`src/ssms_pkg.sv`:
```
// ----------------------------------------------------------------------------
// ssms_pkg
// Shared types and constants for the streaming sum / mean / deviation block.
// ----------------------------------------------------------------------------
package ssms_pkg;

	localparam int MAX_COUNT = 65536;
	localparam int CNT_W     = 17;
	localparam int SUM_W     = 32;
	localparam int SQS_W     = 47;
	localparam int RES_W     = 48;
	localparam int DDOF_W    = 16;

	localparam logic [1:0] OP_SUM  = 2'd0;
	localparam logic [1:0] OP_MEAN = 2'd1;
	localparam logic [1:0] OP_STD  = 2'd2;

	localparam logic [1:0] ST_OK   = 2'd0;
	localparam logic [1:0] ST_DDOF = 2'd1;
	localparam logic [1:0] ST_OVF  = 2'd2;

	localparam logic CFG_OPERATION = 1'b0;
	localparam logic CFG_DOF       = 1'b1;

	typedef struct packed {
		logic signed [15:0] sample;
		logic               last;
	} in_t;

	typedef struct packed {
		logic signed [RES_W-1:0] result;
		logic [1:0]              status;
	} out_t;

	typedef struct packed {
		logic [CNT_W-1:0]        count;
		logic signed [SUM_W-1:0] sum;
		logic [SQS_W-1:0]        sumsq;
		logic                    ovf;
	} job_t;

	typedef enum logic [3:0] {
		BK_IDLE,
		BK_DEC,
		BK_MUL0,
		BK_MUL1,
		BK_ADD,
		BK_SUB,
		BK_DIV,
		BK_MEAN,
		BK_SQRT,
		BK_ROOT,
		BK_FIN
	} bk_state_t;

endpackage

```
`src/ssms_queue.sv`:
```
// ----------------------------------------------------------------------------
// ssms_queue
// Two-entry queue of finished set totals between intake and evaluation.
// ----------------------------------------------------------------------------
module ssms_queue (
	input  logic           clk,
	input  logic           arst_n,
	input  logic           push,
	input  ssms_pkg::job_t job_in,
	input  logic           pop,
	output ssms_pkg::job_t job_out,
	output logic           full,
	output logic           empty
);
	import ssms_pkg::*;

	job_t       entry_q [2];
	logic       wr_ptr_q, rd_ptr_q;
	logic [1:0] fill_q;

	assign full    = (fill_q == 2'd2);
	assign empty   = (fill_q == 2'd0);
	assign job_out = entry_q[rd_ptr_q];

	always_ff @(posedge clk) begin
		if (push) begin
			entry_q[wr_ptr_q] <= job_in;
		end
	end

	always_ff @(posedge clk or negedge arst_n) begin
		if (!arst_n) begin
			wr_ptr_q <= 1'b0;
			rd_ptr_q <= 1'b0;
			fill_q   <= 2'd0;
		end else begin
			if (push) begin
				wr_ptr_q <= ~wr_ptr_q;
			end
			if (pop) begin
				rd_ptr_q <= ~rd_ptr_q;
			end
			case ({push, pop})
				2'b10:   fill_q <= fill_q + 2'd1;
				2'b01:   fill_q <= fill_q - 2'd1;
				default: fill_q <= fill_q;
			endcase
		end
	end

endmodule

```
`config.mk`:
```
export PLATFORM = sky130hd
export DESIGN_NAME = ssms_queue
export DESIGN_NICKNAME = d
export VERILOG_FILES = /design/src/ssms_pkg.sv /design/src/ssms_queue.sv
export SDC_FILE = /design/constraint.sdc
export NUM_CORES = 1
export LEC_CHECK = 0
export ABC_AREA = 1
export BUFFER_PORTS_ARGS = -buffer_cell sky130_fd_sc_hd__buf_2
export CAP_MARGIN = 30
export CORE_MARGIN = 2
export CORE_UTILIZATION = 56
export DETAILED_ROUTE_END_ITERATION = 10
export MAX_ROUTING_LAYER = met4
export PLACE_DENSITY = 0.84
export SYNTH_ARGS = -nofsm -noshare
export SYNTH_HDL_FRONTEND = slang
export SYNTH_SLANG_ARGS = --single-unit
```
`constraint.sdc`:
```
create_clock -name clk -period 7.5 [get_ports clk]
set_input_delay 0 -clock clk [delete_from_list [all_inputs] [get_ports clk]]
set_output_delay 0 -clock clk [all_outputs]
set_load 0.01 [all_outputs]
```
==> flow_summary.toml, run 1 <==
[floorplanning]
io_pins = 200
initial_core_util_pct = 57.86
rows = 41
die_area_um2 = 14130
fp.dieH_um = 118.9
fp.dieW_um = 118.9
core_um2 = 12770

[power_and_ir_drop]
finalPower_uw = 3465
irDropWorstVdd_uv = 219.5
pwr_density_cell_nw_per_um2 = 342.4
p_leak_uw = 0.004336

[final_layout]
design_area_um2 = 10120
fin_util_pct = 79.23
final_cell_mix = "buf_2 (199), edfxtp_1 (194), inv_1 (102), nand2_1 (102), dlygate4sd3_1 (101)"
antenna_cells = 0
layout.nets = 935
syn2layout_area_growth_pct = 36.94
drive_above_1_share_pct = 27.64
final_common_cell = "buf_2"

[setup_path]
r2r_start = "wr_ptr_q"
worstSetupPathType = "flop to output port"
worst_ep_arrival_time_ns = 2.50
worstPathMaxFanout = 88
cp-start-kind = "flop"
worstSetupEndpointType = "output port"
r2r_slack_ns = 5.24
required_ns = 7.50
r2r-end = "entry_q[0][31]"
r2r_cells = 3

[routing]
antenna_left = 0
drt-met1-wl_mm = 5.983
dr.max_layer_used = "met4"
viasPerCell = 4.915
wl_per_cell_um = 16.24
via_count = 4989
wl_met3_um = 729
dr.pass1.iters = 5
drc_errors = 0
finalWirelength_mm = 16.49
routed-wl-met2_mm = 9.325
drt_iter0_markers = 423

[sta]
drv_slew = 0
setup_viol_count_final = 0
min_period_ns = 2.502
tightest_slew_ns = 0.8918
fin_ws_ns = 4.998
rsz0062_at_grt = "false"
fin_crit_sh_pct = 33.36
finalClockSkew_ns = 0.004908
relSlewSlack_pct = 40.55
hold_viol = 0
fin_tns_setup_ns = 0
fmax_mhz = 399.7

[clock_tree]
clkTransAtPathRegs_ns = 0.07
h-tree-depth = 4
postCtsSetupBuffers = 0
cts_made_buffers = 17
cts_hold_buf = 101
cts_buffer_depth = 2
post_cts_resize_count = 0
cts_tree = "done"
cts.sinks = 198
insertion_delay_ns = 0.42
cts-root-buf = "clkbuf_16"

[grt]
grt_usage_pct = 24.59
gr-total-overflow = 0
grt_pass1_vias = 5269
antenna_found_initial = 0
grt_pass1_wl_mm = 25.50
grt_start_max_net_pins = 89

[synthesis]
synth_top_cells_by_area = "edfxtp_1 (79%), o21ai_0 (6.6%), inv_1 (5.2%)"
avgSynthCellArea_um2 = 13.94
netlist_area_um2 = 7391
synth.largest_area_cell = "edfxtp_1"
ys_warn_count = 0
ys_types = 15
synth_fp_nets = 632
yosysTopAreaCellShare_pct = 78.82
yosysSeqAreaShare_pct = 80.18
ys_ff_latch = 198
syn_inst = 530

[placement]
placed_area_um2 = 8517
pre_cts_ws_ns = 5.018
gp_congestion = 0.7766
dp_hpwl_mm = 9.305
io_buffers = 199

[worst_hold_path]
min_path_type = "input port to flop"
holdPathStages = 2
hp-start = "job_in[25]"
holdPathEnd = "entry_q[0][25]"

[status]
status = "complete, no violations"

[job]
cap_violations = 0
==> synthesized netlist by cell type <==
master and count:
xor2_1 2, buf_6 5, o21ai_0 97, ha_1 1
clkbuf_1 4, nor2_1 3, dfrtp_1 4, xnor2_1 1
nand3_1 1, inv_1 103, nand2_1 102, edfxtp_1 194
nand4_1 1, buf_4 7, buf_2 5
==> worst max path at each step <==
stage               startpoint        endpoint  slack [ns]  cells after the start
finish                rd_ptr_q     job_out[32]        5.00                      5
global route          rd_ptr_q     job_out[32]        4.83                      5
CTS                   wr_ptr_q  entry_q[0][85]        5.00                      2
detailed placement    wr_ptr_q  entry_q[0][87]        5.02                      2
global placement      wr_ptr_q  entry_q[0][31]        5.06                      2
floorplan             wr_ptr_q   entry_q[0][0]        2.49                      1
==> final cells by class <==
type | count | area [µm²]
Clock inverter | 11 | 136.4
Tap cell | 172 | 215.2
Timing Repair Buffer | 305 | 2085
Clock buffer | 18 | 429.2
Inverter | 103 | 389.1
Multi-Input combinational cell | 208 | 937.1
Fill cell | 681 | 2653
Sequential cell | 198 | 5929
==> kinds of logic after synthesis <==
| group | share of synthesized area [%] |
|---|---|
| xor+xnor | 0.3556 |
| buf+inv | 7.245 |
| simple gates | 5.485 |
| flops | 80.18 |
| compound gates | 6.569 |
| fa+ha+maj | 0.1693 |
==> state kept, by name (all words and copies together) (netlist names) <==
register	cells
entry_q	194
fill_q	2
rd_ptr_q	1
wr_ptr_q	1
==> stage by stage <==
step | instances | hold slack (ns)
2_1_floorplan | 530 | -0.2956
3_3_place_gp | 883 | -0.1880
3_5_place_dp | 884 | -0.1921
4_1_cts | 1014 | 0.2804
5_1_grt | 1015 | 0.2875
6_report | 1015 | 0.2933
==> critical path, cell delays in order (launching register included) <==
cell and delay, ns:
dfrtp_4 0.78, buf_4 0.49, buf_16 0.31, nand2_1 0.10, o21ai_0 0.13, buf_2 0.20
==> metal layers <==
metal | global-route usage, % | up-vias
met2 | 45.83 | 192
met5 | - | -
met1 | 25.02 | 2373
li1 | - | 2388
met4 | 11.16 | 0
met3 | 4.310 | 36
==> report_power, final <==
group / internal (µW) / switching [µW]
Sequential: 1470 / 104
Clock: 515 / 363
Combinational: 365 / 646
Note: power is estimated with default switching activity, not from simulation.
==> run 2, diff against run 1 <==
- CORE_UTILIZATION: 56 -> 47
- PLACE_DENSITY: 0.84 -> 0.76
- clock period: 7.5 -> 2 ns (I/O delays scaled with it)
==> run 2 against run 1 <==
- non-clock buffer count increased by 1
- routed wire length decreased by 3.6%
- critical path type unchanged
- register-to-register slack got worse by 4.6 ns
- cell area increased by 0.79%
- sequential share of layout area decreased by 0.46 points
- global-route usage decreased by 4.4 points
==> flow_summary.toml, run 2 (synthesis results as in run 1) <==
[clock_tree]
insertion_delay_ns = 0.43
post_cts_resize_count = 0
postCtsSetupBuffers = 0
cts_made_buffers = 17
clkTransAtPathRegs_ns = 0.07
cts_buffer_depth = 2
cts_tree = "done"
h-tree-depth = 4
cts.sinks = 198
cts-root-buf = "clkbuf_16"

[final_layout]
seqCellArea_um2 = 5929
syn2layout_area_growth_pct = 38.02
final_common_cell = "buf_2"
drive_above_1_share_pct = 28.13
largest_reg_flops = 194
regMostFlops = "entry_q"
multi_input_area_um2 = 939.7
antenna_cells = 0
layout.nets = 936
fill_cells = 1062
reg_top3 = "entry_q (194), fill_q (2)"
final_cell_mix = "buf_2 (199), edfxtp_1 (194), inv_1 (102), nand2_1 (101), dlygate4sd3_1 (101)"

[floorplanning]
die_area_um2 = 16740
core_um2 = 15260
fp.dieW_um = 129.4
initial_core_util_pct = 48.44
rows = 45
io_pins = 200
fp.dieH_um = 129.4

[sta]
drv_slew = 0
min_period_ns = 1.716
setup_viol_count_final = 0
relSlewSlack_pct = 67.47
fin_tns_setup_ns = 0
hold_viol = 0
tightest_slew_ns = 0.4880
fin_crit_sh_pct = 85.78
fmax_mhz = 582.9
rsz0062_at_grt = "false"
fin_ws_ns = 0.2844
finalClockSkew_ns = 0.009095

[power_and_ir_drop]
finalPower_uw = 12920
pwr_density_cell_nw_per_um2 = 1266
p_leak_uw = 0.004331
irDropWorstVdd_uv = 851.0

[grt]
grt_pass1_vias = 5226
grt_usage_pct = 20.18
antenna_found_initial = 0
grt_pass1_wl_mm = 24.39
grt_start_max_net_pins = 114
gr-total-overflow = 0

[setup_path]
worstSetupPathType = "flop to output port"
required_ns = 2.00
slowest_delay_ns = 0.45
worstSetupEndpointType = "output port"
worstPathMaxFanout = 113
path_cells = "buf_12 > nand2_1 > o21ai_0 > buf_2"
r2r_start = "wr_ptr_q"
r2r_cells = 2
critPathBufInv = 2
worstSetupStartpoint = "rd_ptr_q"
worst_ep_arrival_time_ns = 1.72
endpoint = "job_out[63]"
cp-start-kind = "flop"
r2r-end = "entry_q[0][57]"
cp_slowest_cell = "dfrtp_4"
crit_family = "buffers and inverters"
path_depth = 4
r2r_slack_ns = 0.61

[routing]
antenna_left = 0
dr.pass1.iters = 5
wl_per_cell_um = 15.04
finalWirelength_mm = 15.89
viasPerCell = 4.632
drc_errors = 0
drt_iter0_markers = 307
via_count = 4896

[placement]
dp_hpwl_mm = 8.905
gp_congestion = 0.7602
io_buffers = 199
pre_cts_ws_ns = 0.6318

[worst_hold_path]
min_path_type = "input port to flop"

[job]
cap_violations = 0

[status]
status = "complete, no violations"
==> run 2: worst register-to-register path, delay by kind of cell (launching register included) <==
| family | cells | cell delay, ns |
|---|---|---|
| flops | 1 | 0.43 |
| buf+inv | 1 | 0.39 |
| simple gates | 1 | 0.14 |
==> run 2: cell type report <==
class | count | share of cell area [%]
clock inverters | 13 | 1.312
well taps | 211 | 2.588
inverters | 103 | 3.827
multi-input cells | 208 | 9.211
clock buffers | 18 | 4.207
repair buffers | 306 | 20.73
flip-flops and latches | 198 | 58.13
==> run 2: per-stage QoR <==
step	instance area, µm²	cells	utilization [%]	hold WS, ns
floorplan	7405	530	-	-0.2956
global placement	8627	925	56.54	-0.1909
CTS	10200	1057	66.86	0.2676
global route	10200	1057	66.86	0.2779
finish	10200	1057	66.86	0.2951
detailed placement	8627	925	56.54	-0.1837
==> run 2: repair_timing <==
item,in CTS,in global routing
endpoints found under the setup margin,0,0
hold endpoints to repair,201,0
hold buffers,101,0
==> run 2: where the power goes <==
part | switching, µW | leakage, µW | internal [µW]
sequential | 228 | 0.00187 | 5510
combinational | 2520 | 0.00220 | 1410
clock | 1420 | 0.000262 | 1830
==> run 2: how the worst min path moves through the flow <==
stage	cells past startpoint	to	from	slack, ns
3_5_place_dp	1	rd_ptr_q	arst_n	-0.18
4_1_cts	2	entry_q[0][57]	job_in[57]	0.27
2_1_floorplan	0	fill_q[0]	arst_n	-0.30
6_report	2	entry_q[0][92]	job_in[92]	0.30
3_3_place_gp	1	fill_q[1]	arst_n	-0.19
5_1_grt	2	entry_q[0][59]	job_in[59]	0.28
==> run 2: layer usage <==
metal | GRT usage (%) | up-vias | wire length [µm]
met1 | 21.08 | 2284 | 6027
met4 | 9.015 | 0 | 350
li1 | - | 2394 | -
met3 | 5.244 | 35 | 786
met2 | 35.79 | 183 | 8728
met5 | - | - | 0
==> run 3, diff against run 2 <==
- ABC_AREA: 1 -> unset
==> run 3 against run 2 <==
- non-clock buffer count up 2
- hold slack worse by 0.0082 ns
- cell area about the same
- final cell count down 21%
- largest power group unchanged
==> flow_summary.toml, run 3 <==
[power_and_ir_drop]
finalPower_uw = 13390
power.internal_uw = 9600
p_switching_uw = 3785
seqPwrFrac_pct = 43.4
power.share.switching_pct = 28.28
irDropWorstVdd_uv = 815.9
pwr_density_cell_nw_per_um2 = 1312
p_leak_uw = 0.003952
pwr-share-clk_pct = 27.5
combPwrFrac_pct = 29.0

[final_layout]
fill_cells = 956
largest_reg_flops = 194
final_cell_mix = "buf_2 (199), edfxtp_1 (194), dlygate4sd3_1 (101), mux2_2 (77), mux2_4 (20)"
reg_top3 = "entry_q (194), fill_q (2)"
seqCellArea_um2 = 5929
multi_input_area_um2 = 1257
antenna_cells = 0
fin_cells = 835
regMostFlops = "entry_q"
drive_above_1_share_pct = 52.24
syn2layout_area_growth_pct = 40.62
layout.nets = 736
fin_util_pct = 67.38
final_common_cell = "buf_2"

[grt]
grt_pass1_vias = 4367
grt_usage_pct = 18.74
grt_start_max_net_pins = 55
antenna_found_initial = 0
grt_pass1_wl_mm = 22.20
gr-total-overflow = 0

[clock_tree]
cts_buffer_depth = 2
cts_tree = "done"
clkTransAtPathRegs_ns = 0.07
cts_made_buffers = 17
insertion_delay_ns = 0.43
cts.sinks = 198
h-tree-depth = 4
postCtsSetupBuffers = 0
cts-root-buf = "clkbuf_16"

[floorplanning]
fp.dieH_um = 128.3
fp.dieW_um = 128.3
initial_core_util_pct = 47.91
io_pins = 200
rows = 45
core_um2 = 15150
die_area_um2 = 16450

[setup_path]
slowest_delay_ns = 0.67
worstSetupStartpoint = "rd_ptr_q"
cp-start-kind = "flop"
r2r-end = "entry_q[1][75]"
r2r_start = "wr_ptr_q"
worstPathMaxFanout = 24
path_cells = "buf_4 > mux2_2 > buf_2"
cp_slowest_cell = "dfrtp_4"
worstSetupEndpointType = "output port"
worstSetupPathType = "flop to output port"
r2r_cells = 2
endpoint = "job_out[91]"
crit_family = "flip-flops"
critPathBufInv = 2
worst_ep_arrival_time_ns = 1.92
r2r_slack_ns = 0.73
required_ns = 2.00
path_depth = 3

[routing]
dr.pass1.iters = 4
wl_per_cell_um = 17.55
finalWirelength_mm = 14.65
viasPerCell = 4.880
wl_met3_um = 887
drt_iter0_markers = 221
drc_errors = 0
drt-met1-wl_mm = 6.088
dr.max_layer_used = "met4"
antenna_left = 0
routed-wl-met2_mm = 7.384
via_count = 4075

[synthesis]
yosysTopAreaCellShare_pct = 80.28
yosysSeqAreaShare_pct = 81.66
synth_top_cells_by_area = "edfxtp_1 (80%), mux2_2 (12%), mux2_4 (4.1%)"
synth.most_common_cell = "edfxtp_1"
netlist_area_um2 = 7257
ys_ff_latch = 198
synth_flop_cell = "edfxtp_1"
ys_warn_count = 0
synthArstFlopShare_pct = 2.020
synth_commonest_cells = "edfxtp_1 (194), mux2_2 (77), mux2_4 (20)"
synth.largest_area_cell = "edfxtp_1"
synth_enable_flop_cells = 194
synth_fp_nets = 420
ys_types = 13
syn_inst = 318
avgSynthCellArea_um2 = 22.82

[worst_hold_path]
min_path_type = "input port to flop"
holdPathStages = 2

[sta]
fmax_mhz = 519.5
holdWs_ns = 0.2870
fin_crit_sh_pct = 96.24
hold_viol = 0
relSlewSlack_pct = 73.62
drv_slew = 0
setup_viol_count_final = 0
finalClockSkew_ns = 0.01027
rsz0062_at_grt = "false"
fin_tns_setup_ns = 0
tightest_slew_ns = 0.3956
min_period_ns = 1.925

[job]
cap_violations = 0

[placement]
dp_cells = 702
dp_hpwl_mm = 8.635
gp_congestion = 0.7569
io_buffers = 199

[status]
status = "complete, no violations"
## run 3: cell types whose count changed in the layout (fill, tap and decap cells not counted), sizes merged, moves of 2 or more
cell	delta
nand2	-102
mux2	+97
o21ai	-97
inv	-94
clkinv	-4
clkinvlp	-4
buf	+2
bufinv	+2
## run 3: cell type report
class / instances / area share (%)
clock buffer: 17 / 4.169
inverter: 1 / 0.03678
tap: 188 / 2.305
timing repair buffer: 308 / 20.99
multi-input combinational: 108 / 12.32
clock inverter: 15 / 2.072
sequential: 198 / 58.10
## run 3: power groups by stage
stage	Clock (µW)	Combinational, µW	Sequential, µW
3_5_place_dp	0	3740	5900
2_1_floorplan	0	2460	5750
5_1_grt	3920	4150	5890
6_report	3690	3890	5810
4_1_cts	3740	3920	5820
3_3_place_gp	0	3670	5860
## run 3: worst reg2reg max path: stages, from the launching register on
cell     delay (ns)
dfrtp_1        0.42
and2_4         0.21
buf_12         0.30
## run 3: kinds of logic after synthesis
family	after synthesis	share of synthesized area, %
xor+xnor	5	0.6036
flops	198	81.66
fa+ha+maj	1	0.1724
buf+inv	12	1.155
simple gates	5	0.3277
mux	97	16.09
## run 3: worst min-delay path by stage
stage,start,to,slack [ns]
6_report,job_in[7],entry_q[0][7],0.29
5_1_grt,job_in[83],entry_q[0][83],0.28
4_1_cts,job_in[34],entry_q[1][34],0.26
3_5_place_dp,arst_n,fill_q[1],-0.19
3_3_place_gp,arst_n,fill_q[1],-0.19
2_1_floorplan,arst_n,fill_q[0],-0.30
## run 3: timing repair
| action | CTS | global route |
|---|---|---|
| hold buffers | 101 | 0 |
| endpoints found under the hold margin | 201 | 0 |
| resized for setup | 0 | 0 |
## run 3: layer usage
metal | track usage (%) | vias to the layer above
met5 | - | -
met3 | 5.134 | 25
met4 | 7.498 | 0
met2 | 30.16 | 164
met1 | 22.61 | 1994
li1 | - | 1892
## run 3: per-stage QoR
stage	area [µm²]	worst slack, ns
finish	10200	0.07511
global route	10200	0.008894
CTS	10200	0.05213
detailed placement	8557	0.5220
global placement	8557	0.5470
floorplan	7266	-0.2612
