===== config.mk =====
export PLATFORM = sky130hd
export DESIGN_NAME = ssms_front
export DESIGN_NICKNAME = d
export VERILOG_FILES = /design/src/ssms_pkg.sv /design/src/ssms_front.sv
export SDC_FILE = /design/constraint.sdc
export NUM_CORES = 1
export LEC_CHECK = 0
export ABC_AREA = 1
export BUFFER_PORTS_ARGS = -buffer_cell sky130_fd_sc_hd__clkbuf_2
export CORE_MARGIN = 2
export CORE_UTILIZATION = 45
export DETAILED_ROUTE_END_ITERATION = 7
export SLEW_MARGIN = 20
export SYNTH_ARGS = -nofsm -noshare
export SYNTH_HDL_FRONTEND = slang
export SYNTH_SLANG_ARGS = --single-unit

===== constraint.sdc =====
create_clock -name clk -period 5.68 [get_ports clk]
set_input_delay 0.568 -clock clk [delete_from_list [all_inputs] [get_ports clk]]
set_output_delay 0.568 -clock clk [all_outputs]
set_load 0.05 [all_outputs]

===== src/ssms_pkg.sv =====
// ----------------------------------------------------------------------------
// ssms_pkg
// Shared types and constants for the streaming sum / mean / deviation block.
// ----------------------------------------------------------------------------
package ssms_pkg;

	localparam int MAX_COUNT = 65536;
	localparam int CNT_W     = 17;
	localparam int SUM_W     = 32;
	localparam int SQS_W     = 47;
	localparam int RES_W     = 48;
	localparam int DDOF_W    = 16;

	localparam logic [1:0] OP_SUM  = 2'd0;
	localparam logic [1:0] OP_MEAN = 2'd1;
	localparam logic [1:0] OP_STD  = 2'd2;

	localparam logic [1:0] ST_OK   = 2'd0;
	localparam logic [1:0] ST_DDOF = 2'd1;
	localparam logic [1:0] ST_OVF  = 2'd2;

	localparam logic CFG_OPERATION = 1'b0;
	localparam logic CFG_DOF       = 1'b1;

	typedef struct packed {
		logic signed [15:0] sample;
		logic               last;
	} in_t;

	typedef struct packed {
		logic signed [RES_W-1:0] result;
		logic [1:0]              status;
	} out_t;

	typedef struct packed {
		logic [CNT_W-1:0]        count;
		logic signed [SUM_W-1:0] sum;
		logic [SQS_W-1:0]        sumsq;
		logic                    ovf;
	} job_t;

	typedef enum logic [3:0] {
		BK_IDLE,
		BK_DEC,
		BK_MUL0,
		BK_MUL1,
		BK_ADD,
		BK_SUB,
		BK_DIV,
		BK_MEAN,
		BK_SQRT,
		BK_ROOT,
		BK_FIN
	} bk_state_t;

endpackage


===== src/ssms_front.sv =====
// ----------------------------------------------------------------------------
// ssms_front
// Sample intake: squares each sample, accumulates count, sum and sum of
// squares, and hands the totals of a finished set to the job queue.
// ----------------------------------------------------------------------------
module ssms_front (
	input  logic          clk,
	input  logic          arst_n,
	input  logic          item_valid,
	output logic          item_ready,
	input  ssms_pkg::in_t item,
	output logic          job_push,
	output ssms_pkg::job_t job,
	input  logic          q_full
);
	import ssms_pkg::*;

	logic                    valid_s1, valid_s2;
	logic signed [15:0]      sample_s1, sample_s2;
	logic                    last_s1, last_s2;
	logic [30:0]             sq_s2;
	logic signed [31:0]      prod_s1;
	logic                    advance;
	logic [CNT_W-1:0]        cnt_q, cnt_n;
	logic signed [SUM_W-1:0] sum_q, sum_n;
	logic [SQS_W-1:0]        sumsq_q, sumsq_n;
	logic                    ovf_q, ovf_n, at_max;

	assign advance    = !(valid_s2 && last_s2 && q_full);
	assign item_ready = advance;
	assign prod_s1    = sample_s1 * sample_s1;

	always_ff @(posedge clk or negedge arst_n) begin
		if (!arst_n) begin
			valid_s1 <= 1'b0;
			valid_s2 <= 1'b0;
		end else if (advance) begin
			valid_s1 <= item_valid;
			valid_s2 <= valid_s1;
		end
	end

	always_ff @(posedge clk) begin
		if (advance) begin
			sample_s1 <= item.sample;
			last_s1   <= item.last;
			sample_s2 <= sample_s1;
			last_s2   <= last_s1;
			sq_s2     <= prod_s1[30:0];
		end
	end

	always_comb begin
		at_max  = (cnt_q == CNT_W'(MAX_COUNT));
		cnt_n   = at_max ? cnt_q : cnt_q + CNT_W'(1);
		sum_n   = at_max ? sum_q : sum_q + {{(SUM_W-16){sample_s2[15]}}, sample_s2};
		sumsq_n = at_max ? sumsq_q : sumsq_q + {{(SQS_W-31){1'b0}}, sq_s2};
		ovf_n   = ovf_q | at_max;
	end

	assign job_push = valid_s2 && last_s2 && !q_full;
	assign job      = '{count: cnt_n, sum: sum_n, sumsq: sumsq_n, ovf: ovf_n};

	always_ff @(posedge clk or negedge arst_n) begin
		if (!arst_n) begin
			cnt_q   <= '0;
			sum_q   <= '0;
			sumsq_q <= '0;
			ovf_q   <= 1'b0;
		end else if (valid_s2 && advance) begin
			if (last_s2) begin
				cnt_q   <= '0;
				sum_q   <= '0;
				sumsq_q <= '0;
				ovf_q   <= 1'b0;
			end else begin
				cnt_q   <= cnt_n;
				sum_q   <= sum_n;
				sumsq_q <= sumsq_n;
				ovf_q   <= ovf_n;
			end
		end
	end

endmodule


==> impl_metrics.py, run 1 <==
metrics = {
    "floorplanning": {
        "initial_core_util_pct": 45.9,
        "die_h_um": 222,
        "core_area_um2": 46800,
        "die_w_um": 222,
        "die_area_um2": 49400,
        "io_pins": 120,
        "rows": 79,
    },
    "critical_path": {
        "crit_family": "adder cells",
        "path_cells": "buf_12 > clkinvlp_4 > buf_4 > buf_6 > nor2_4 > fa_1 > fa_1 > fa_1 > fa_1 > fa_1 > inv_1 > fa_1 > inv_2 > ha_4 > buf_4 > nand3_2 > a21oi_1 > nor2_1 > nand3_2 > nand3_2 > nand2_2 > xor2_2",
        "cp-start-kind": "register",
        "cp_slowest_stage_delay_ns": 0.59,
        "cp.depth": 22,
        "rr_startpoint": "sample_s1[15]$_DFFE_PN_",
        "crit_buf_inv": 7,
        "path_class": "register to register",
        "cp_common_cell": "fa_1",
        "worst-r2r-cell-count": 22,
        "endpoint_kind": "register",
        "worstPathRequired_ns": 5.89,
        "worstPathMaxFanout": 8,
        "cp_slowest_cell": "fa_1",
        "crit_start": "sample_s1[15]$_DFFE_PN_",
        "crit_arrival_ns": 5.77,
    },
    "drt": {
        "num_vias": 19100,
        "drc": 0,
        "drt_wl_total_um": 60500,
        "drtIter0Drc": 1206,
        "antenna_left": 0,
        "wl_per_cell_um": 15.8,
        "firstDrtPassIters": 6,
        "via_per_inst": 4.99,
    },
    "clock_tree": {
        "ctsHtreeMaxLevel": 4,
        "postCtsHoldBufs": 0,
        "clock_latency_ns": 0.46,
        "cts.sinks": 162,
        "ctsLongestPathBuffers": 2,
        "clk_pin_slew_ns": 0.07,
        "cts_buffers": 17,
        "cts-root-buf": "clkbuf_16",
        "cts_tree": "built",
    },
    "placement": {
        "place_hpwl_um": 49800,
        "dp.cells": 3777,
        "gp_congestion": 0.934,
        "port_buffers": 119,
    },
    "timing": {
        "slew_headroom_pct": 36.6,
        "rsz0062_at_grt": "yes",
        "fin_crit_sh_pct": 97.9,
        "clock.fmax_ghz": 0.180,
        "period_needed_ns": 5.56,
        "setup_viol": 0,
        "skew_ns": 0.0116,
        "worst_pin_slew_ns": 0.951,
        "drv_slew": 0,
        "hold_violations": 0,
    },
    "yosys": {
        "async_flop_share_pct": 61.1,
        "ys_types": 46,
        "synth_fp_nets": 3396,
        "synth-edff-count": 63,
        "syn-instance-count": 2994,
        "ys_warn_count": 0,
        "avgSynthCellArea_um2": 7.16,
        "ys.flop_type": "dfrtp_1",
        "yosysSeqAreaShare_pct": 20.4,
        "syn_area_um2": 21400,
        "synth-seq-cells": 162,
    },
    "global_route": {
        "grt_overflow": 0,
        "grt_max_degree": 75,
        "grt_pass1_vias": 19400,
        "grt_usage_pct": 25.2,
        "antenna_found_initial": 0,
        "grt_pass1_wl_um": 99500,
    },
    "finish": {
        "stdcell_count": 3831,
        "n_antenna_cell": 0,
        "drive_above_1_share_pct": 14.1,
        "nNetsFinal": 3613,
        "synthToLayoutAreaGrowth_pct": 16.6,
        "nFillCells": 4573,
    },
    "status": {
        "outcome": "finished clean",
    },
    "worst_hold_path": {
        "worst_hold_path_type": "input pin to async pin",
    },
    "flow_run": {
        "cap_violations": 0,
    },
}
-- worst register-to-register path, cell delays in order (launching register included) --
cell and delay (ns):
edfxtp_1 0.47, buf_12 0.17, clkinvlp_4 0.10, buf_4 0.14, buf_6 0.12, nor2_4 0.08
fa_1 0.44, fa_1 0.49, fa_1 0.59, fa_1 0.45, fa_1 0.49, inv_1 0.05
fa_1 0.49, inv_2 0.05, ha_4 0.25, buf_4 0.14, nand3_2 0.08, a21oi_1 0.04
nor2_1 0.16, nand3_2 0.15, nand3_2 0.10, nand2_2 0.07, xor2_2 0.18
-- routing by layer --
| metal | share of wire (%) | vias up | track usage (%) | wire length (µm) |
|---|---|---|---|---|
| met5 | 0 | - | 0 | 0 |
| met4 | 1.6 | 0 | 5.86 | 949 |
| met3 | 3.9 | 62 | 1.94 | 2370 |
| met2 | 49 | 407 | 44.6 | 29600 |
| met1 | 45 | 9188 | 33.7 | 27500 |
| li1 | - | 9451 | - | - |
-- what timing repair did --
item | in CTS | in global routing
cloned | 0 | 1
pin swaps | 1 | 71
endpoints found under the setup margin | 5 | 17
setup buffers | 1 | 20
resized for setup | 4 | 153
-- layout by cell type (no fill, tap or decap), types with 12 or more instances in the layout --
cell type  instances
nand4_1           23
o21ai_0           64
nor2_1           123
fa_2              12
xnor2_1           28
inv_2             25
nor3_1            18
dfrtp_1           99
nand2_1          853
fa_1             219
xor2_1            41
ha_4              18
o22ai_1           17
ha_1             132
and2_1            14
or2_0             20
o21ai_1           35
nand2_2           20
inv_1            720
clkbuf_16         18
buf_6             13
edfxtp_1          63
a21oi_2           15
or2_1             19
buf_4            128
a21oi_1           77
clkbuf_2         118
nand3_1          165
-- layout make-up --
type	instances	area [µm²]	share of cell area (%)
inverter	746	2800	11.2
timing repair buffer	266	1840	7.37
clock buffer	18	429	1.72
clock inverter	14	163	0.651
sequential	162	4370	17.5
multi-input combinational	2018	14600	58.5
tap	607	759	3.04
-- sequential cells by signal, summed over array words and instances, names as in the netlist --
signal	cells
cnt_q	17
last_s1	1
valid_s1	1
sample_s2	16
sq_s2	29
sumsq_q	47
ovf_q	1
sample_s1	16
last_s2	1
valid_s2	1
sum_q	32
-- cell usage after synthesis, types with 2 or more instances --
master / count / share of area [%]
fa_1: 231 / 22
nor4_1: 6 / 0.18
a21oi_1: 96 / 2.2
nor2_1: 134 / 2.3
or2_0: 20 / 0.58
nor2_2: 5 / 0.15
o22ai_1: 17 / 0.50
dfrtp_1: 99 / 12
xor2_1: 45 / 1.8
inv_2: 11 / 0.19
or2_2: 7 / 0.20
buf_2: 11 / 0.26
nor3_1: 23 / 0.54
o21bai_1: 11 / 0.39
and2_1: 14 / 0.41
nand4_1: 23 / 0.67
nand2_1: 873 / 15
xnor2_1: 29 / 1.2
a21o_1: 2 / 0.070
clkbuf_1: 55 / 0.96
o21ai_2: 2 / 0.082
a21boi_1: 2 / 0.070
or2_1: 19 / 0.55
and3_1: 2 / 0.058
o21ai_0: 75 / 1.8
o21ai_1: 29 / 0.68
nor3_2: 4 / 0.19
a31oi_1: 3 / 0.088
edfxtp_1: 63 / 8.8
ha_1: 150 / 8.8
inv_1: 734 / 13
nand2_2: 3 / 0.088
nand3b_1: 10 / 0.35
nand3_1: 174 / 4.1
-- per-stage QoR --
step / cell area, µm² / TNS [ns] / utilization, % / worst slack, ns / hold slack [ns]
finish: 25000 / 0 / 53.5 / 0.119 / 0.197
floorplan: 21500 / 0 / - / 0.0107 / 0.272
detailed placement: 23500 / -0.0616 / 50.4 / -0.0301 / 0.436
global placement: 23500 / -0.0454 / 50.4 / -0.0388 / 0.433
global route: 25000 / -0.265 / 53.5 / -0.0719 / 0.258
CTS: 24200 / -0.00464 / 51.7 / -0.00464 / 0.216
-- path summary, 6_finish.rpt --
| check | endpoint | slack [ns] |
|---|---|---|
| setup / recovery | sq_s2[28]$_DFFE_PN_ | 0.12 |
| hold / removal | sum_q[26]$_DFFE_PN0P_ | 0.20 |
| setup reg to reg | sq_s2[28]$_DFFE_PN_ | 0.12 |
| hold reg to reg | valid_s2$_DFFE_PN0N_ | 0.45 |
| max in group asynchronous | cnt_q[5]$_DFFE_PN0P_ | 4.31 |
| min in group clk | sample_s1[9]$_DFFE_PN_ | 0.28 |
-- logic make-up (layout without fill, tap and decap cells) --
group                    after synthesis  in the layout  synth area share, %
AO/OA/AOI/OAI                        241            241                 6.01
XOR/XNOR                              74             74                 3.02
adder cells (fa/ha/maj)              381            381                 30.3
buffers and inverters                814           1044                 14.3
flip-flops                           162            162                 20.4
multiplexers                           1              1               0.0525
AND/OR/NAND/NOR                     1321           1321                 25.9
Power of run 1 is left out: the tool's default activity adds up to more than one toggle a clock period on the data nets, which glitch-free logic cannot reach.
==> run 2, diff against run 1 <==
MAX_ROUTING_LAYER = met4   (was unset)
clock period = 5 ns   (was 5.68 ns; I/O delays follow)
==> run 2 against run 1 <==
Effect of this change: the run now ends with negative setup slack left; critical path depth shrank 1; flip-flop and latch count is the same; clock skew shrank 0.00093 ns; cell area grew 3.7%; maximum frequency grew 1.4%; register-to-register slack lost 0.61 ns; hold slack lost 0.045 ns; setup slack lost 0.61 ns; wire length grew 3.5%; global-route usage grew 1.7 points; non-clock buffer count grew 54; critical path type unchanged.
==> impl_metrics.py, run 2 (same netlist as run 1, synthesis figures left out) <==
metrics = {
    "finish": {
        "nFillCells": 4532,
        "largestRegisters": "sumsq_q: 47 flops, sum_q: 32 flops, sq_s2: 29 flops",
        "seq_area_um2": 4370,
        "mostFrequentLayoutCells": "nand2_1 (832), inv_1 (698), fa_1 (213)",
        "drive_above_1_share_pct": 17.5,
        "largest_register_ffs": 47,
        "largest_register": "sumsq_q",
        "fin_util_pct": 55.5,
        "multi_input_area_um2": 15000,
        "layout.cells.most_common": "nand2_1",
        "nNetsFinal": 3667,
        "synthToLayoutAreaGrowth_pct": 20.9,
        "fin_area_um2": 25900,
    },
    "drt": {
        "drc": 0,
        "drt_wl_total_um": 62600,
        "via_per_inst": 4.95,
        "num_vias": 19300,
        "firstDrtPassIters": 5,
        "antenna_left": 0,
        "drtIter0Drc": 1096,
        "wl_per_cell_um": 16.1,
    },
    "critical_path": {
        "endpoint_kind": "register",
        "worstPathRequired_ns": 5.22,
        "cp-start-kind": "register",
        "rr_startpoint": "sample_s1[15]$_DFFE_PN_",
        "path_class": "register to register",
        "crit_start": "sample_s1[15]$_DFFE_PN_",
        "worstPathMaxFanout": 8,
        "crit_arrival_ns": 5.70,
        "worst-r2r-cell-count": 21,
    },
    "timing": {
        "rsz0062_at_grt": "yes",
        "setup_viol": 19,
        "slew_headroom_pct": 39.5,
        "period_needed_ns": 5.49,
        "hold_violations": 0,
        "fin_crit_sh_pct": 110,
        "clock.fmax_ghz": 0.182,
        "postLayoutSetupSlackWorst_ns": -0.487,
        "skew_ns": 0.0106,
        "drv_slew": 0,
        "worst_pin_slew_ns": 0.908,
        "hold_slack_ns": 0.152,
    },
    "clock_tree": {
        "cts_buffers": 17,
        "ctsLongestPathBuffers": 2,
        "cts.sinks": 162,
        "clock_latency_ns": 0.46,
        "cts_tree": "built",
        "ctsHtreeMaxLevel": 4,
        "postCtsHoldBufs": 0,
        "cts-root-buf": "clkbuf_16",
        "clk_pin_slew_ns": 0.07,
    },
    "global_route": {
        "grt_pass1_vias": 19600,
        "grt_usage_pct": 26.9,
        "grt_pass1_wl_um": 102000,
        "grt_max_degree": 75,
        "grt_overflow": 0,
        "antenna_found_initial": 1,
    },
    "worst_hold_path": {
        "worst_hold_path_type": "input pin to async pin",
    },
    "floorplanning": {
        "initial_core_util_pct": 45.9,
        "io_pins": 120,
        "rows": 79,
        "die_h_um": 222,
        "die_area_um2": 49400,
        "die_w_um": 222,
        "core_area_um2": 46800,
    },
    "placement": {
        "place_hpwl_um": 51100,
        "port_buffers": 119,
        "gp_congestion": 0.944,
        "placed_area_um2": 24400,
    },
    "status": {
        "failed_checks": "negative setup slack",
        "outcome": "finished with violations",
    },
    "flow_run": {
        "cap_violations": 0,
    },
}
## run 2: changes by cell type in the layout (fill, tap and decap cells not counted), sizes merged
cell / delta
buf: +55
bufinv: -3
clkbuf: +2
clkinv: -1
diode: +1
inv: +1
## run 2: layout make-up
cell class                 instances  share of cell area, %
antenna                            1                0.00965
clock buffer                      21                   1.74
inverter                         746                   10.8
timing repair buffer             320                   9.51
tap                              607                   2.93
clock inverter                    11                  0.309
multi-input combinational       2018                   57.8
sequential                       162                   16.9
## run 2: path summary, 6_finish.rpt
check                                           to  slack [ns]
min in group clk           sample_s1[10]$_DFFE_PN_        0.22
max                            sq_s2[30]$_DFFE_PN_       -0.49
max in group asynchronous    cnt_q[16]$_DFFE_PN0P_        3.74
min                          sum_q[27]$_DFFE_PN0P_        0.15
min reg2reg                sumsq_q[46]$_DFFE_PN0P_        0.51
max reg2reg                    sq_s2[30]$_DFFE_PN_       -0.49
## run 2: what timing repair did
action / 4_1_cts / 5_1_grt
pin swaps: 54 / 60
gates cloned: 2 / 0
setup endpoints to repair: 22 / 22
gates resized for setup: 111 / 84
setup buffers: 17 / 19
## run 2: per-layer routing
layer	share of wire (%)	wire, µm	global-route usage, %	vias to the layer above
met3	3.2	2010	2.67	72
met4	2.2	1360	7.11	0
li1	-	-	-	9574
met5	0	0	-	-
met2	48	30200	45.2	330
met1	46	29000	34.9	9277
## run 2: per-stage QoR
| stage | worst slack, ns | TNS (ns) | cells |
|---|---|---|---|
| 6_report | -0.487 | -6.54 | 3886 |
| 4_1_cts | -0.468 | -6.68 | 3872 |
| 3_3_place_gp | -0.505 | -8.02 | 3822 |
| 2_1_floorplan | -0.310 | -2.07 | 2994 |
| 3_5_place_dp | -0.548 | -8.84 | 3822 |
| 5_1_grt | -0.727 | -10.31 | 3886 |
## run 2: critical path, cell delays in order (launching register included)
cell and delay (ns):
edfxtp_1 0.48, buf_12 0.20, nand2_4 0.08, inv_4 0.04
fa_2 0.62, fa_2 0.55, buf_4 0.18, fa_2 0.53
fa_1 0.43, fa_1 0.49, inv_1 0.06, fa_1 0.52
inv_1 0.06, ha_4 0.24, a21oi_4 0.17, o21ai_2 0.08
a21oi_1 0.13, nand2_1 0.08, a21oi_2 0.13, inv_1 0.05
nand3_1 0.06, nand2_1 0.05
Power of run 2 is left out for the same reason.
==> run 3, diff against run 2 <==
REMOVE_ABC_BUFFERS = 1   (was unset)
==> run 3 against run 2 <==
Effect of this change: the run still ends with negative setup slack left; hold slack improved by 0.0019 ns; count of clock-buffer cells in the layout did not move; critical path depth did not move; via count rose by 2.4%; first-iteration DRC count rose by 7.8%; cell area rose by 1.5%.
==> impl_metrics.py, run 3 (same netlist as run 1, synthesis figures left out) <==
metrics = {
    "status": {
        "outcome": "finished with violations",
        "failed_checks": "negative setup slack",
    },
    "finish": {
        "mostFrequentLayoutCells": "nand2_1 (823), inv_1 (687), fa_1 (214)",
        "stdcell_count": 3919,
        "synthToLayoutAreaGrowth_pct": 22.7,
        "drive_above_1_share_pct": 19.5,
        "largestRegisters": "sumsq_q: 47 flops, sum_q: 32 flops, sq_s2: 29 flops",
        "nNetsFinal": 3701,
        "n_antenna_cell": 0,
        "layout.cells.most_common": "nand2_1",
        "fin_util_pct": 56.3,
        "largest_register_ffs": 47,
        "largest_register": "sumsq_q",
        "nFillCells": 4455,
    },
    "timing": {
        "fin_crit_sh_pct": 111,
        "setup_viol": 20,
        "skew_ns": 0.0218,
        "period_needed_ns": 5.55,
        "rsz0062_at_grt": "yes",
        "clock.fmax_ghz": 0.180,
        "hold_violations": 0,
        "postLayoutSetupSlackWorst_ns": -0.549,
        "tns_ns": -7.73,
        "slew_headroom_pct": 27.1,
        "drv_slew": 0,
        "worst_pin_slew_ns": 1.09,
    },
    "critical_path": {
        "endpoint_kind": "register",
        "worst-r2r-cell-count": 21,
        "r2r_slack_ns": -0.55,
        "crit_start": "sample_s1[2]$_DFFE_PN_",
        "worstPathMaxFanout": 4,
        "path_class": "register to register",
        "crit_path_end": "sq_s2[27]$_DFFE_PN_",
        "cp-start-kind": "register",
        "r2r_end": "sq_s2[27]$_DFFE_PN_",
        "worstPathRequired_ns": 5.21,
        "rr_startpoint": "sample_s1[2]$_DFFE_PN_",
        "crit_arrival_ns": 5.76,
    },
    "global_route": {
        "grt_max_degree": 69,
        "grt_usage_pct": 27.2,
        "grt_pass1_vias": 20100,
        "grt_pass1_wl_um": 103000,
        "grt_overflow": 0,
        "antenna_found_initial": 1,
    },
    "floorplanning": {
        "die_h_um": 222,
        "die_w_um": 222,
        "die_area_um2": 49400,
        "core_area_um2": 46800,
        "initial_core_util_pct": 45.9,
        "io_pins": 120,
        "rows": 79,
    },
    "worst_hold_path": {
        "worst_hold_path_type": "input pin to async pin",
    },
    "clock_tree": {
        "cts_tree": "built",
        "cts_buffers": 17,
        "clk_pin_slew_ns": 0.07,
        "ctsLongestPathBuffers": 2,
        "clock_latency_ns": 0.49,
        "cts-root-buf": "clkbuf_16",
        "postCtsHoldBufs": 0,
        "cts.sinks": 162,
        "ctsHtreeMaxLevel": 4,
    },
    "placement": {
        "gp_congestion": 0.942,
        "dp.cells": 3849,
        "port_buffers": 119,
        "dp_slack_ns": -0.740,
        "place_hpwl_um": 51100,
    },
    "drt": {
        "drc": 0,
        "antenna_left": 0,
        "firstDrtPassIters": 5,
        "via_per_inst": 5.03,
        "num_vias": 19700,
        "wl_per_cell_um": 16.2,
        "drt_wl_total_um": 63700,
        "drtIter0Drc": 1181,
    },
    "flow_run": {
        "cap_violations": 0,
    },
}
==> run 3: layout make-up <==
type / count / area (µm²) / area share [%]
Multi-Input combinational cell: 2018 / 15200 / 57.6
Sequential cell: 162 / 4370 / 16.6
Inverter: 746 / 2810 / 10.7
Timing Repair Buffer: 354 / 2600 / 9.89
Tap cell: 607 / 759 / 2.89
Clock buffer: 21 / 450 / 1.71
Clock inverter: 11 / 151 / 0.576
==> run 3: how the worst min path moves through the flow <==
stage / endpoint / slack (ns) / cells past startpoint
2_1_floorplan: cnt_q[0]$_DFFE_PN0P_ / 0.20 / 0
3_3_place_gp: last_s2$_DFFE_PN_ / 0.40 / 0
3_5_place_dp: last_s2$_DFFE_PN_ / 0.42 / 0
4_1_cts: sample_s1[15]$_DFFE_PN_ / 0.16 / 1
5_1_grt: sample_s1[15]$_DFFE_PN_ / 0.17 / 1
6_report: cnt_q[2]$_DFFE_PN0P_ / 0.15 / 1
==> run 3: worst max-delay path, stage by stage (launching register included) <==
cell,delay (ns)
edfxtp_1,0.52
buf_6,0.18
nand2_2,0.06
inv_2,0.04
fa_2,0.61
buf_6,0.12
fa_2,0.46
fa_2,0.57
fa_1,0.44
fa_1,0.49
inv_1,0.05
fa_1,0.49
inv_2,0.05
ha_4,0.26
nand2_2,0.11
inv_2,0.06
a21oi_2,0.18
o21ai_2,0.10
buf_4,0.15
nand2_1,0.05
nand4_1,0.13
xor2_1,0.18
==> run 3: layer usage <==
metal  share of wire (%)  vias up  global-route usage (%)
met4                 3.2        0                    10.4
li1                    -     9622                       -
met3                 3.8      125                    3.31
met2                  48      419                    44.9
met5                   0        -                       -
met1                  45     9552                    34.2
==> run 3: timing repair <==
action                     in CTS  in global routing
setup buffers                  18                 21
cloned                          1                  0
resized for setup             161                184
setup endpoints to repair      22                 23
pin swaps                      75                121
==> run 3: per-stage QoR <==
stage / area (µm²) / hold slack, ns
4_1_cts: 25600 / 0.160
5_1_grt: 26300 / 0.169
2_1_floorplan: 21200 / 0.204
3_5_place_dp: 24100 / 0.424
3_3_place_gp: 24100 / 0.403
6_report: 26300 / 0.154
Power of run 3 is left out for the same reason.
